## config.mk

```make
export PLATFORM = sky130hd
export DESIGN_NAME = udp_rx_filter_deframer
export DESIGN_NICKNAME = d
export VERILOG_FILES = /design/src/sv/udpf_pkg.sv /design/src/sv/udpf_core.sv /design/src/sv/udp_rx_filter_deframer.sv
export SDC_FILE = /design/constraint.sdc
export NUM_CORES = 1
export LEC_CHECK = 0
export BUFFER_PORTS_ARGS = -buffer_cell sky130_fd_sc_hd__buf_2
export CORE_MARGIN = 2
export CORE_UTILIZATION = 54
export DETAILED_ROUTE_END_ITERATION = 12
export GPL_ROUTABILITY_DRIVEN = 0
export GPL_TIMING_DRIVEN = 0
export PLACE_DENSITY = 0.77
export RECOVER_POWER = 50
export SETUP_SLACK_MARGIN = 0.2
export SLEW_MARGIN = 20
export SYNTH_ARGS = -nofsm -noshare
export SYNTH_HDL_FRONTEND = slang
export SYNTH_SLANG_ARGS = --single-unit
```

## constraint.sdc

```tcl
create_clock -name clk -period 6.1 [get_ports clk]
set_clock_uncertainty 0.2 [all_clocks]
set_input_delay 0.61 -clock clk [delete_from_list [all_inputs] [get_ports clk]]
set_output_delay 0.61 -clock clk [all_outputs]
set_load 0.05 [all_outputs]
```

## src/sv/udpf_pkg.sv

```systemverilog
// Shared types and constants for the UDP receive filter and deframer.
package udpf_pkg;

  localparam int FRAME_MAX_DEF    = 16383;
  localparam int MAX_SEGMENTS_DEF = 16;

  // Config register indexes (byte address = 4 * index)
  localparam logic [1:0] REG_LOCAL_IP     = 2'd0;
  localparam logic [1:0] REG_LOCAL_PORT   = 2'd1;
  localparam logic [1:0] REG_MATCH_ENABLE = 2'd2;

  // Verdict codes
  localparam logic [2:0] ST_OK         = 3'd0;
  localparam logic [2:0] ST_NOT_IP     = 3'd1;
  localparam logic [2:0] ST_OTHER_IP   = 3'd2;
  localparam logic [2:0] ST_NOT_UDP    = 3'd3;
  localparam logic [2:0] ST_OTHER_PORT = 3'd4;
  localparam logic [2:0] ST_BAD        = 3'd5;

  typedef struct packed {
    logic [31:0] local_ip;
    logic [15:0] local_port;
    logic        match_enable;
  } cfg_t;

  typedef struct packed {
    logic        data_valid;
    logic [7:0]  payload_byte;
    logic [3:0]  seg_index;
    logic        seg_end;
    logic        verdict_valid;
    logic [2:0]  status;
    logic [31:0] src_ip;
    logic [15:0] peer_port;
    logic [13:0] total_len;
  } result_t;

endpackage

```

## src/sv/udpf_core.sv

```systemverilog
// Per-byte frame parser: header checks, segment deframing and verdict.
module udpf_core import udpf_pkg::*; #(
  parameter int FRAME_MAX    = FRAME_MAX_DEF,
  parameter int MAX_SEGMENTS = MAX_SEGMENTS_DEF
) (
  input  logic       clk,
  input  logic       rst,
  input  cfg_t       cfg,
  input  logic       accept,
  input  logic [7:0] rx_byte,
  input  logic       frame_end,
  output result_t    res
);

  localparam int OFS_W     = $clog2(FRAME_MAX + 1);
  localparam int SEG_W     = $clog2(MAX_SEGMENTS + 1);
  localparam int LEN_LIMIT = (FRAME_MAX < 16383) ? FRAME_MAX : 16383;

  localparam logic [2:0] PH_HDR   = 3'd0;
  localparam logic [2:0] PH_COUNT = 3'd1;
  localparam logic [2:0] PH_LEN   = 3'd2;
  localparam logic [2:0] PH_DATA  = 3'd3;
  localparam logic [2:0] PH_DONE  = 3'd4;
  localparam logic [2:0] PH_DRAIN = 3'd5;

  logic [OFS_W-1:0] byte_offset, byte_offset_next;
  logic [2:0]       phase, phase_next;
  logic [2:0]       frame_status, frame_status_next;
  logic [23:0]      hdr_field, hdr_field_next;
  logic [15:0]      field_lo, field_lo_next;   // bytes 0-1 of a 64-bit field
  logic             field_hi, field_hi_next;   // any of bytes 2-7 nonzero
  logic [2:0]       field_cnt, field_cnt_next;
  logic [SEG_W-1:0] seg_total, seg_total_next;
  logic [SEG_W-1:0] seg_current, seg_current_next;
  logic [13:0]      seg_remaining, seg_remaining_next;
  logic [31:0]      sender_ip, sender_ip_next;
  logic [15:0]      sender_port, sender_port_next;
  logic [13:0]      payload_sum, payload_sum_next;

  logic [15:0]      fld_lo_v;
  logic             fld_hi_v;
  logic [SEG_W-1:0] seg_inc;
  logic [14:0]      len_sum;
  logic [2:0]       st;

  always_comb begin
    fld_lo_v = field_lo;
    fld_hi_v = field_hi;
    case (field_cnt)
      3'd0:    fld_lo_v[7:0]  = rx_byte;
      3'd1:    fld_lo_v[15:8] = rx_byte;
      default: fld_hi_v       = field_hi | (rx_byte != 8'd0);
    endcase
  end

  assign seg_inc = seg_current + 1'b1;
  assign len_sum = {1'b0, fld_lo_v[13:0]} + {1'b0, payload_sum};

  always_comb begin
    byte_offset_next   = byte_offset;
    phase_next         = phase;
    frame_status_next  = frame_status;
    hdr_field_next     = hdr_field;
    field_lo_next      = field_lo;
    field_hi_next      = field_hi;
    field_cnt_next     = field_cnt;
    seg_total_next     = seg_total;
    seg_current_next   = seg_current;
    seg_remaining_next = seg_remaining;
    sender_ip_next     = sender_ip;
    sender_port_next   = sender_port;
    payload_sum_next   = payload_sum;
    res                = '0;
    st                 = ST_OK;

    if (byte_offset >= OFS_W'(FRAME_MAX)) begin
      frame_status_next = ST_BAD;
      phase_next        = PH_DRAIN;
    end else begin
      byte_offset_next = byte_offset + 1'b1;
      unique case (phase) inside
        PH_HDR: begin
          unique case (byte_offset)
            OFS_W'(12): hdr_field_next = {16'd0, rx_byte};
            OFS_W'(13): begin
              if (!(hdr_field[7:0] == 8'h08 && rx_byte == 8'd0) && frame_status == ST_OK)
                frame_status_next = ST_NOT_IP;
            end
            OFS_W'(23): begin
              if (rx_byte != 8'd17 && frame_status == ST_OK)
                frame_status_next = ST_NOT_UDP;
            end
            OFS_W'(26): sender_ip_next[7:0]   = rx_byte;
            OFS_W'(27): sender_ip_next[15:8]  = rx_byte;
            OFS_W'(28): sender_ip_next[23:16] = rx_byte;
            OFS_W'(29): sender_ip_next[31:24] = rx_byte;
            OFS_W'(30): hdr_field_next = {16'd0, rx_byte};
            OFS_W'(31): hdr_field_next[15:8]  = rx_byte;
            OFS_W'(32): hdr_field_next[23:16] = rx_byte;
            OFS_W'(33): begin
              if (cfg.match_enable && {rx_byte, hdr_field[23:0]} != cfg.local_ip &&
                  (frame_status == ST_OK || frame_status == ST_NOT_UDP))
                frame_status_next = ST_OTHER_IP;
            end
            OFS_W'(34): sender_port_next[7:0]  = rx_byte;
            OFS_W'(35): sender_port_next[15:8] = rx_byte;
            OFS_W'(36): hdr_field_next = {16'd0, rx_byte};
            OFS_W'(37): begin
              hdr_field_next[15:8] = rx_byte;
              if (cfg.match_enable && {rx_byte, hdr_field[7:0]} != cfg.local_port &&
                  frame_status == ST_OK)
                frame_status_next = ST_OTHER_PORT;
            end
            default: ;
          endcase
          if (byte_offset >= OFS_W'(41)) begin
            field_lo_next  = '0;
            field_hi_next  = 1'b0;
            field_cnt_next = '0;
            phase_next     = (frame_status_next == ST_OK) ? PH_COUNT : PH_DRAIN;
          end
        end
        PH_COUNT, PH_LEN: begin
          if (field_cnt == 3'd7) begin
            field_lo_next  = '0;
            field_hi_next  = 1'b0;
            field_cnt_next = '0;
            if (phase == PH_COUNT) begin
              if (fld_hi_v || fld_lo_v > 16'(MAX_SEGMENTS)) begin
                frame_status_next = ST_BAD;
                phase_next        = PH_DRAIN;
              end else if (fld_lo_v == 16'd0) begin
                phase_next = PH_DONE;
              end else begin
                seg_total_next   = SEG_W'(fld_lo_v);
                seg_current_next = '0;
                phase_next       = PH_LEN;
              end
            end else begin
              if (fld_hi_v || fld_lo_v[15:14] != 2'd0 || len_sum > 15'(LEN_LIMIT)) begin
                frame_status_next = ST_BAD;
                phase_next        = PH_DRAIN;
              end else begin
                payload_sum_next = len_sum[13:0];
                if (fld_lo_v == 16'd0) begin
                  seg_current_next = seg_inc;
                  phase_next       = (seg_inc >= seg_total) ? PH_DONE : PH_LEN;
                end else begin
                  seg_remaining_next = fld_lo_v[13:0];
                  phase_next         = PH_DATA;
                end
              end
            end
          end else begin
            field_lo_next  = fld_lo_v;
            field_hi_next  = fld_hi_v;
            field_cnt_next = field_cnt + 1'b1;
          end
        end
        PH_DATA: begin
          res.data_valid     = 1'b1;
          res.payload_byte   = rx_byte;
          res.seg_index      = 4'(seg_current);
          res.seg_end        = (seg_remaining == 14'd1);
          seg_remaining_next = seg_remaining - 1'b1;
          if (seg_remaining == 14'd1) begin
            seg_current_next = seg_inc;
            phase_next       = (seg_inc >= seg_total) ? PH_DONE : PH_LEN;
          end
        end
        default: ;
      endcase
    end

    if (frame_end) begin
      st = frame_status_next;
      if (st == ST_OK && phase_next != PH_DONE)
        st = ST_BAD;
      if (st == ST_NOT_UDP && cfg.match_enable && byte_offset < OFS_W'(33))
        st = ST_BAD;
      res.verdict_valid  = 1'b1;
      res.status         = st;
      res.src_ip         = sender_ip_next;
      res.peer_port      = sender_port_next;
      res.total_len      = (st == ST_OK) ? payload_sum_next : 14'd0;
      byte_offset_next   = '0;
      phase_next         = PH_HDR;
      frame_status_next  = ST_OK;
      hdr_field_next     = '0;
      field_lo_next      = '0;
      field_hi_next      = 1'b0;
      field_cnt_next     = '0;
      seg_total_next     = '0;
      seg_current_next   = '0;
      seg_remaining_next = '0;
      sender_ip_next     = '0;
      sender_port_next   = '0;
      payload_sum_next   = '0;
    end
  end

  always_ff @(posedge clk) begin
    if (rst) begin
      byte_offset   <= '0;
      phase         <= PH_HDR;
      frame_status  <= ST_OK;
      hdr_field     <= '0;
      field_lo      <= '0;
      field_hi      <= 1'b0;
      field_cnt     <= '0;
      seg_total     <= '0;
      seg_current   <= '0;
      seg_remaining <= '0;
      sender_ip     <= '0;
      sender_port   <= '0;
      payload_sum   <= '0;
    end else if (accept) begin
      byte_offset   <= byte_offset_next;
      phase         <= phase_next;
      frame_status  <= frame_status_next;
      hdr_field     <= hdr_field_next;
      field_lo      <= field_lo_next;
      field_hi      <= field_hi_next;
      field_cnt     <= field_cnt_next;
      seg_total     <= seg_total_next;
      seg_current   <= seg_current_next;
      seg_remaining <= seg_remaining_next;
      sender_ip     <= sender_ip_next;
      sender_port   <= sender_port_next;
      payload_sum   <= payload_sum_next;
    end
  end

endmodule

```

## src/sv/udp_rx_filter_deframer.sv

```systemverilog
// Top level: APB config registers, parser and two-entry output buffer.
// A result beat is registered into out_reg when its input beat is accepted, or into skid_reg if out_reg is held.
// One input beat per cycle while s_tready is high; the parser updates its state on each accepted beat.
// A two-entry output buffer keeps s_tready high while one result waits on m_tready.
// Reset (rst, synchronous) clears the config registers to 0 and all frame state;
// the next beat is taken as byte 0 of a new frame.
module udp_rx_filter_deframer import udpf_pkg::*; #(
  parameter int FRAME_MAX    = FRAME_MAX_DEF,
  parameter int MAX_SEGMENTS = MAX_SEGMENTS_DEF
) (
  input  logic        clk,
  input  logic        rst,
  input  logic        s_tvalid,
  output logic        s_tready,
  input  logic [7:0]  s_tdata,   // rx_byte
  input  logic        s_tlast,   // frame_end
  output logic        m_tvalid,
  input  logic        m_tready,
  // payload_byte[7:0], seg_index[11:8], seg_end[12], status[15:13],
  // src_ip[47:16], sender port[63:48], total_len[77:64], zero[79:78]
  output logic [79:0] m_tdata,
  output logic        m_tlast,   // verdict_valid
  output logic        m_tuser,   // data_valid
  input  logic        psel,
  input  logic        penable,
  input  logic        pwrite,
  input  logic [3:0]  paddr,
  input  logic [31:0] pwdata,
  output logic [31:0] prdata,
  output logic        pready
);

  cfg_t    cfg;
  result_t res;
  result_t out_reg, skid_reg;
  logic    skid_valid;
  logic    accept, pop, cfg_wr;

  assign pready = 1'b1;
  assign cfg_wr = psel & penable & pwrite & pready;

  always_ff @(posedge clk) begin
    if (rst) begin
      cfg <= '0;
    end else if (cfg_wr) begin
      unique case (paddr[3:2])
        REG_LOCAL_IP:     cfg.local_ip     <= pwdata;
        REG_LOCAL_PORT:   cfg.local_port   <= pwdata[15:0];
        REG_MATCH_ENABLE: cfg.match_enable <= pwdata[0];
        default: ;
      endcase
    end
  end

  always_comb begin
    unique case (paddr[3:2])
      REG_LOCAL_IP:     prdata = cfg.local_ip;
      REG_LOCAL_PORT:   prdata = {16'd0, cfg.local_port};
      REG_MATCH_ENABLE: prdata = {31'd0, cfg.match_enable};
      default:          prdata = 32'd0;
    endcase
  end

  udpf_core #(
    .FRAME_MAX    (FRAME_MAX),
    .MAX_SEGMENTS (MAX_SEGMENTS)
  ) u_core (
    .clk       (clk),
    .rst       (rst),
    .cfg       (cfg),
    .accept    (accept),
    .rx_byte   (s_tdata),
    .frame_end (s_tlast),
    .res       (res)
  );

  assign s_tready = ~skid_valid;
  assign accept   = s_tvalid & s_tready;
  assign pop      = m_tvalid & m_tready;

  always_ff @(posedge clk) begin
    if (rst) begin
      m_tvalid   <= 1'b0;
      skid_valid <= 1'b0;
    end else if (skid_valid) begin
      if (pop) begin
        skid_valid <= 1'b0;
      end
    end else if (accept) begin
      if (!m_tvalid || pop) begin
        m_tvalid <= 1'b1;
      end else begin
        skid_valid <= 1'b1;
      end
    end else if (pop) begin
      m_tvalid <= 1'b0;
    end
  end

  always_ff @(posedge clk) begin
    if (skid_valid) begin
      if (pop) out_reg <= skid_reg;
    end else if (accept) begin
      if (!m_tvalid || pop) out_reg <= res;
      else skid_reg <= res;
    end
  end

  assign m_tdata = {2'b00, out_reg.total_len, out_reg.peer_port, out_reg.src_ip,
                    out_reg.status, out_reg.seg_end, out_reg.seg_index,
                    out_reg.payload_byte};
  assign m_tlast = out_reg.verdict_valid;
  assign m_tuser = out_reg.data_valid;

endmodule

```

==> results of run 1 <==
cells in the mapped netlist (34+ instances only):
cell type	count	area [µm²]
nand2_1	232	871
o31ai_1	64	480
edfxtp_1	160	4800
inv_1	34	128
a21oi_1	130	651
a22oi_1	75	563
nor2_1	252	946
clkbuf_1	106	398
mux2i_1	92	921
nand3_1	35	175
xnor2_1	62	543
dfxtp_1	201	4020
cell families (layout without fill, tap and decap cells):
logic type	Yosys count	count (layout)	synth area share, %
XOR/XNOR	82	82	4.08
flip-flops	361	361	50.2
adder cells (fa/ha/maj)	34	34	2.46
AO/OA/AOI/OAI	371	371	13.9
AND/OR/NAND/NOR	719	719	18.6
multiplexers	120	120	7.05
other	2	3	0.0427
buffers and inverters	160	389	3.65
power by group through the flow:
| stage | Clock [mW] | Sequential [mW] | Combinational, mW |
|---|---|---|---|
| final | 2.22 | 2.61 | 0.519 |
| after CTS | 2.23 | 2.61 | 0.537 |
| after floorplan | 0 | 2.81 | 0.219 |
| after global routing | 2.31 | 2.62 | 0.547 |
| after detailed placement | 0 | 2.66 | 0.534 |
| after global placement | 0 | 2.67 | 0.512 |
worst max-delay path, stage by stage, from the launching register on:
cell and delay (ps):
dfxtp_1 300, clkbuf_1 480, clkbuf_1 460, a21oi_1 160
a21oi_1 1050, clkbuf_1 790, clkbuf_1 970, clkbuf_2 700
stage by stage:
| step | hold WS, ps | util, % | total power [mW] | cell area (µm²) |
|---|---|---|---|---|
| 2_1_floorplan | 244 | - | 3.03 | 17600 |
| 3_3_place_gp | 251 | 58.6 | 3.18 | 18900 |
| 3_5_place_dp | 265 | 59.0 | 3.19 | 19100 |
| 4_1_cts | 97.6 | 62.6 | 5.37 | 20200 |
| 5_1_grt | 115 | 61.9 | 5.48 | 20000 |
| 6_report | 101 | 61.9 | 5.35 | 20000 |
layer usage:
metal	track usage (%)	vias up	part of all wire, %
met1	38.8	7106	41
li1	-	6974	-
met4	11.6	0	3.9
met3	5.04	176	9.5
met5	0	-	0
met2	46.9	819	45
area by class of cell:
type / count / area, µm²
fillers: 2729 / 12300
flip-flops and latches: 361 / 8830
well taps: 442 / 553
clock buffers: 58 / 1100
multi-input cells: 1329 / 8130
plain buffers: 124 / 508
inverters: 36 / 135
repair buffers: 160 / 683
clock inverters: 11 / 71.3
placed cells by master (no fill, tap or decap), types with 64 or more instances in the layout:
| cell type | instances |
|---|---|
| edfxtp_1 | 160 |
| a21oi_1 | 130 |
| a22oi_1 | 75 |
| o31ai_1 | 64 |
| buf_2 | 74 |
| nor2_1 | 252 |
| mux2i_1 | 92 |
| nand2_1 | 232 |
| clkbuf_1 | 215 |
| dfxtp_1 | 201 |
repair_timing:
action                     4_1_cts  5_1_grt
setup buffers                    0        0
setup endpoints to repair        0       10
hold buffers                     0        0
resized for setup                0        3
path summary, 6_finish.rpt:
path / start / to / cells past startpoint
max: skid_valid$_SDFF_PP0_ / m_tdata[4]$_DFFE_PP_ / 7
min: pwdata[28] / cfg[45]$_SDFFE_PP0P_ / 3
max reg2reg: skid_valid$_SDFF_PP0_ / m_tdata[4]$_DFFE_PP_ / 7
min reg2reg: u_core.seg_remaining[5]$_SDFFE_PP0P_ / u_core.seg_remaining[5]$_SDFFE_PP0P_ / 2
==> run metrics, run 1 <==
Max VDD drop 211 µV; Congestion Overflow GR 0; vias in the first global route 14,100; Setup crit end kind flop; max-cap violations 1; first-pass GRT wire length 77.2 mm; DRT antenna net count 0; Syn Std Cell Area 17,600 µm²; Crit Path Category reg2reg; Post-synth EDFFs 160; Final setup viols 0; unrepaired setup endpoints after global routing false; slew margin rel. -94.8%; leakage power 7.45 nW; startpoint types flop; Post-Synthesis Cells 1,849; Routed wire per std cell 20.0 µm; Yosys Warn Count 0; crit path DAT 5480 ps; Gate power share 9.7%; dpl cells 2,452; antenna violations before repair 0; top_reg_cell synth dfxtp_1; core area 32,300 µm²; Max Slew Vio Count 54; Worst Tran Pin Value 2920 ps; post-route DRC violation count 0; Placement Setup Slack 644 ps; Die Height 184 µm; Layout area overhead 13.7%; total track usage 29.0%; Synth Area per Inst 9.51 µm²; H-tree depth 2; routed vias/inst 5.98; Pint 3.94 mW; sequential share of power 48.8%; Clock Pin Slew Worst Setup and Hold Paths 60 ps; outcome complete, but fails checks; Seq cells post-synth 361; Final Hold Viols 0; TritonCTS clock tree built; clock buffer depth 3; CTS root buffer clkbuf_16; port bufs 156; DR pass1 iterations 5; number of diodes 0; Detail Placement HPWL 36.0 mm; setup TNS 0 ps; post-synthesis sequential area ratio 50.2%; die width 184 µm; Period minus WS final 5510 ps; share of cells above drive strength 1 8.51%; 1st-iter DRT viols 1,893; largest net degree at the start of global routing 54; switching share of power 26.3%; Cell Pwr Density 267 nW/µm²; max reg flops 80; die area 34,000 µm²; std cell rows 66; Final period util 90.4%; count of cell types in the netlist 76; failing checks max-capacitance violations, max-slew violations; wirelength, routed 50.4 mm; final worst slack 588 ps; CP required 6070 ps; non-filler cells, final 2,521; Clock Latency Late Sink 550 ps; critical path peak fanout 26; nets 2,136; clock network fraction of design power 41.5%; Via Count 15,100; Worst R2R Setup Slack 590 ps; Net Switching 1.41 mW; number of CTS-inserted buffers 38; Initial Util 54.5%; class of the worst hold path in2reg; clk sink count 361; # IOs 169; ys async rst share 0%; Fmax achieved 181 MHz
(Power assumes the default switching activity.)
==> run 2: changes to the inputs <==
--- a/config.mk
+++ b/config.mk
@@ -6,12 +6,12 @@
 export NUM_CORES = 1
 export LEC_CHECK = 0
 export BUFFER_PORTS_ARGS = -buffer_cell sky130_fd_sc_hd__buf_2
-export CORE_MARGIN = 2
-export CORE_UTILIZATION = 54
+export CORE_UTILIZATION = 55
+export CTS_BUF_LIST = sky130_fd_sc_hd__clkbuf_2
 export DETAILED_ROUTE_END_ITERATION = 12
 export GPL_ROUTABILITY_DRIVEN = 0
 export GPL_TIMING_DRIVEN = 0
-export PLACE_DENSITY = 0.77
+export PLACE_DENSITY = 0.78
 export RECOVER_POWER = 50
 export SETUP_SLACK_MARGIN = 0.2
 export SLEW_MARGIN = 20
==> run 2 against run 1 <==
The run still ends with max-capacitance violations, max-slew violations left. Sequential share of layout area is 0.14 points lower. Setup slack gained 55 ps. Final cell count increased by 3.9%. Clock-buffer cell count up 85. Die area is 3.9% lower. Design area increased by 0.33%. First-iteration DRC count fell by 2.6%. Critical endpoint is now u_core.seg_remaining[3]$_SDFFE_PP0P_. Largest cell class unchanged. Largest power group unchanged. Highest routed layer unchanged.
==> run metrics, run 2 (synthesis gave the netlist of run 1 again) <==
outcome complete, but fails checks; failing checks max-capacitance violations, max-slew violations; share of cells above drive strength 1 12.6%; clock buffer depth 3; post-route DRC violation count 0; largest net degree at the start of global routing 55; Final Hold Viols 0; register cell area after layout 8830 µm²; Most Crowded Layer GR met2; Initial Util 55.9%; most frequent cells in the layout nor2_1 (252), nand2_1 (232), dfxtp_1 (201), clkbuf_1 (198), edfxtp_1 (160); post-CTS setup buffers 0; Crit path largest cell delay 590 ps; final worst slack 643 ps; routed vias/inst 5.93; total track usage 30.1%; Final setup viols 0; crit-path cells inv_1 -> ha_1 -> nor2b_1 -> clkbuf_1 -> mux2i_1 -> inv_1 -> ha_1 -> nand3_1 -> a2111oi_1 -> o211ai_1 -> nand3_1 -> o31ai_1 -> a21oi_1 -> nand2b_1 -> clkbuf_1 -> buf_2 -> mux2i_1 -> nor2_1; Detail Placement HPWL 35.1 mm; die area 32,700 µm²; crit path DAT 6030 ps; Period minus WS final 5460 ps; DR pass1 iterations 6; GR Util met2 48.0%; most common cell after layout, fill and taps aside nor2_1; CTS root buffer clkbuf_2; CP Buf/Inv Count 5; wirelength, routed 50.3 mm; first-pass GRT wire length 77.5 mm; port bufs 156; worst hold slack 59.1 ps; met1 usage 38.8%; Max Slew Vio Count 69; Crit Path Category reg2reg; clk sink count 361; Congestion Overflow GR 0; Max VDD drop 126 µV; Cell Pwr Density 242 nW/µm²; 1st-iter DRT viols 1,843; Layout area overhead 14.1%; met3 global-route usage 7.82%; Via Count 15,500; fillers 2,599; max reg flops 80; core area 31,500 µm²; class of the worst hold path in2reg; Largest delay share family, worst path buffers and inverters; Setup crit end kind flop; Clock Pin Slew Worst Setup and Hold Paths 100 ps; startpoint types flop; std cell rows 65; # IOs 169; H-tree depth 3; Worst R2R Setup Slack 640 ps; Overall Power 4.85 mW; Multi-input gate area 8130 µm²; DRT antenna net count 0; Fmax achieved 183 MHz; unrepaired setup endpoints after global routing false; Post-DP Area 19,000 µm²; die width 181 µm; Placement Setup Slack 735 ps; vias in the first global route 14,700; nets 2,230; antenna violations before repair 2; Clock Latency Late Sink 1000 ps; Worst Tran Pin Value 2890 ps; Finished Cell Area 20,100 µm²; Routed wire per std cell 19.2 µm; Die Height 181 µm; max-cap violations 2; TritonCTS clock tree built; Final period util 89.5%; number of CTS-inserted buffers 90; slew margin rel. -92.7%; CP required 6680 ps; critical path peak fanout 10; fin util 63.8%; crit path max-delay cell type a2111oi_1; leakage power 7.74 nW
==> run 2: changes by cell type in the layout (fill, tap and decap cells not counted), sizes merged <==
cell	previous run	this run
clkinv	10	18
bufinv	0	2
diode	0	2
inv	37	36
buf	81	86
clkbuf	261	341
dlygate4sd3	0	42
==> run 2: final timing paths <==
kind	start	endpoint	cells past startpoint
setup / recovery	u_core.field_cnt[0]$_SDFFE_PP0P_	u_core.seg_remaining[3]$_SDFFE_PP0P_	18
hold / removal	s_tdata[3]	u_core.seg_total[3]$_SDFFE_PP0P_	4
setup reg to reg	u_core.field_cnt[0]$_SDFFE_PP0P_	u_core.seg_remaining[3]$_SDFFE_PP0P_	18
hold reg to reg	u_core.hdr_field[14]$_SDFFE_PP0P_	u_core.hdr_field[14]$_SDFFE_PP0P_	2
==> run 2: cell type report <==
cell class | count | area share [%]
Clock buffer | 143 | 3.57
Buffer | 124 | 2.53
Inverter | 36 | 0.673
Timing Repair Buffer | 202 | 5.52
Sequential cell | 361 | 44.0
Antenna cell | 2 | 0.0249
Clock inverter | 20 | 0.686
Multi-Input combinational cell | 1329 | 40.5
Tap cell | 402 | 2.51
==> run 2: what timing repair did <==
item,CTS,global route
endpoints found under the setup margin,0,5
resized for setup,0,1
hold endpoints to repair,55,0
hold buffers,42,0
==> run 2: routing by layer <==
layer,vias up,wire length [µm]
met4,0,1670
li1,7238,-
met2,881,22900
met1,7270,20600
met3,137,5140
met5,-,0
==> run 2: power breakdown <==
group / switching, mW / internal (mW) / leakage (nW)
clock network: 1.01 / 0.700 / 0.665
logic: 0.416 / 0.122 / 3.89
registers: 0.0243 / 2.58 / 3.18
==> run 2: tightest hold or removal path: cells and delay by family <==
kind | cells | cell delay [ps]
muxes | 1 | 270
buffers and inverters | 1 | 150
and+or+nand+nor | 1 | 90
AOI/OAI and AO/OA | 1 | 90
==> run 2: metrics by stage <==
stage | setup TNS, ps | std cells
after floorplan | 0 | 1850
after global placement | -105930 | 2408
after detailed placement | 0 | 2412
after CTS | 0 | 2617
after global routing | 0 | 2619
final | 0 | 2619
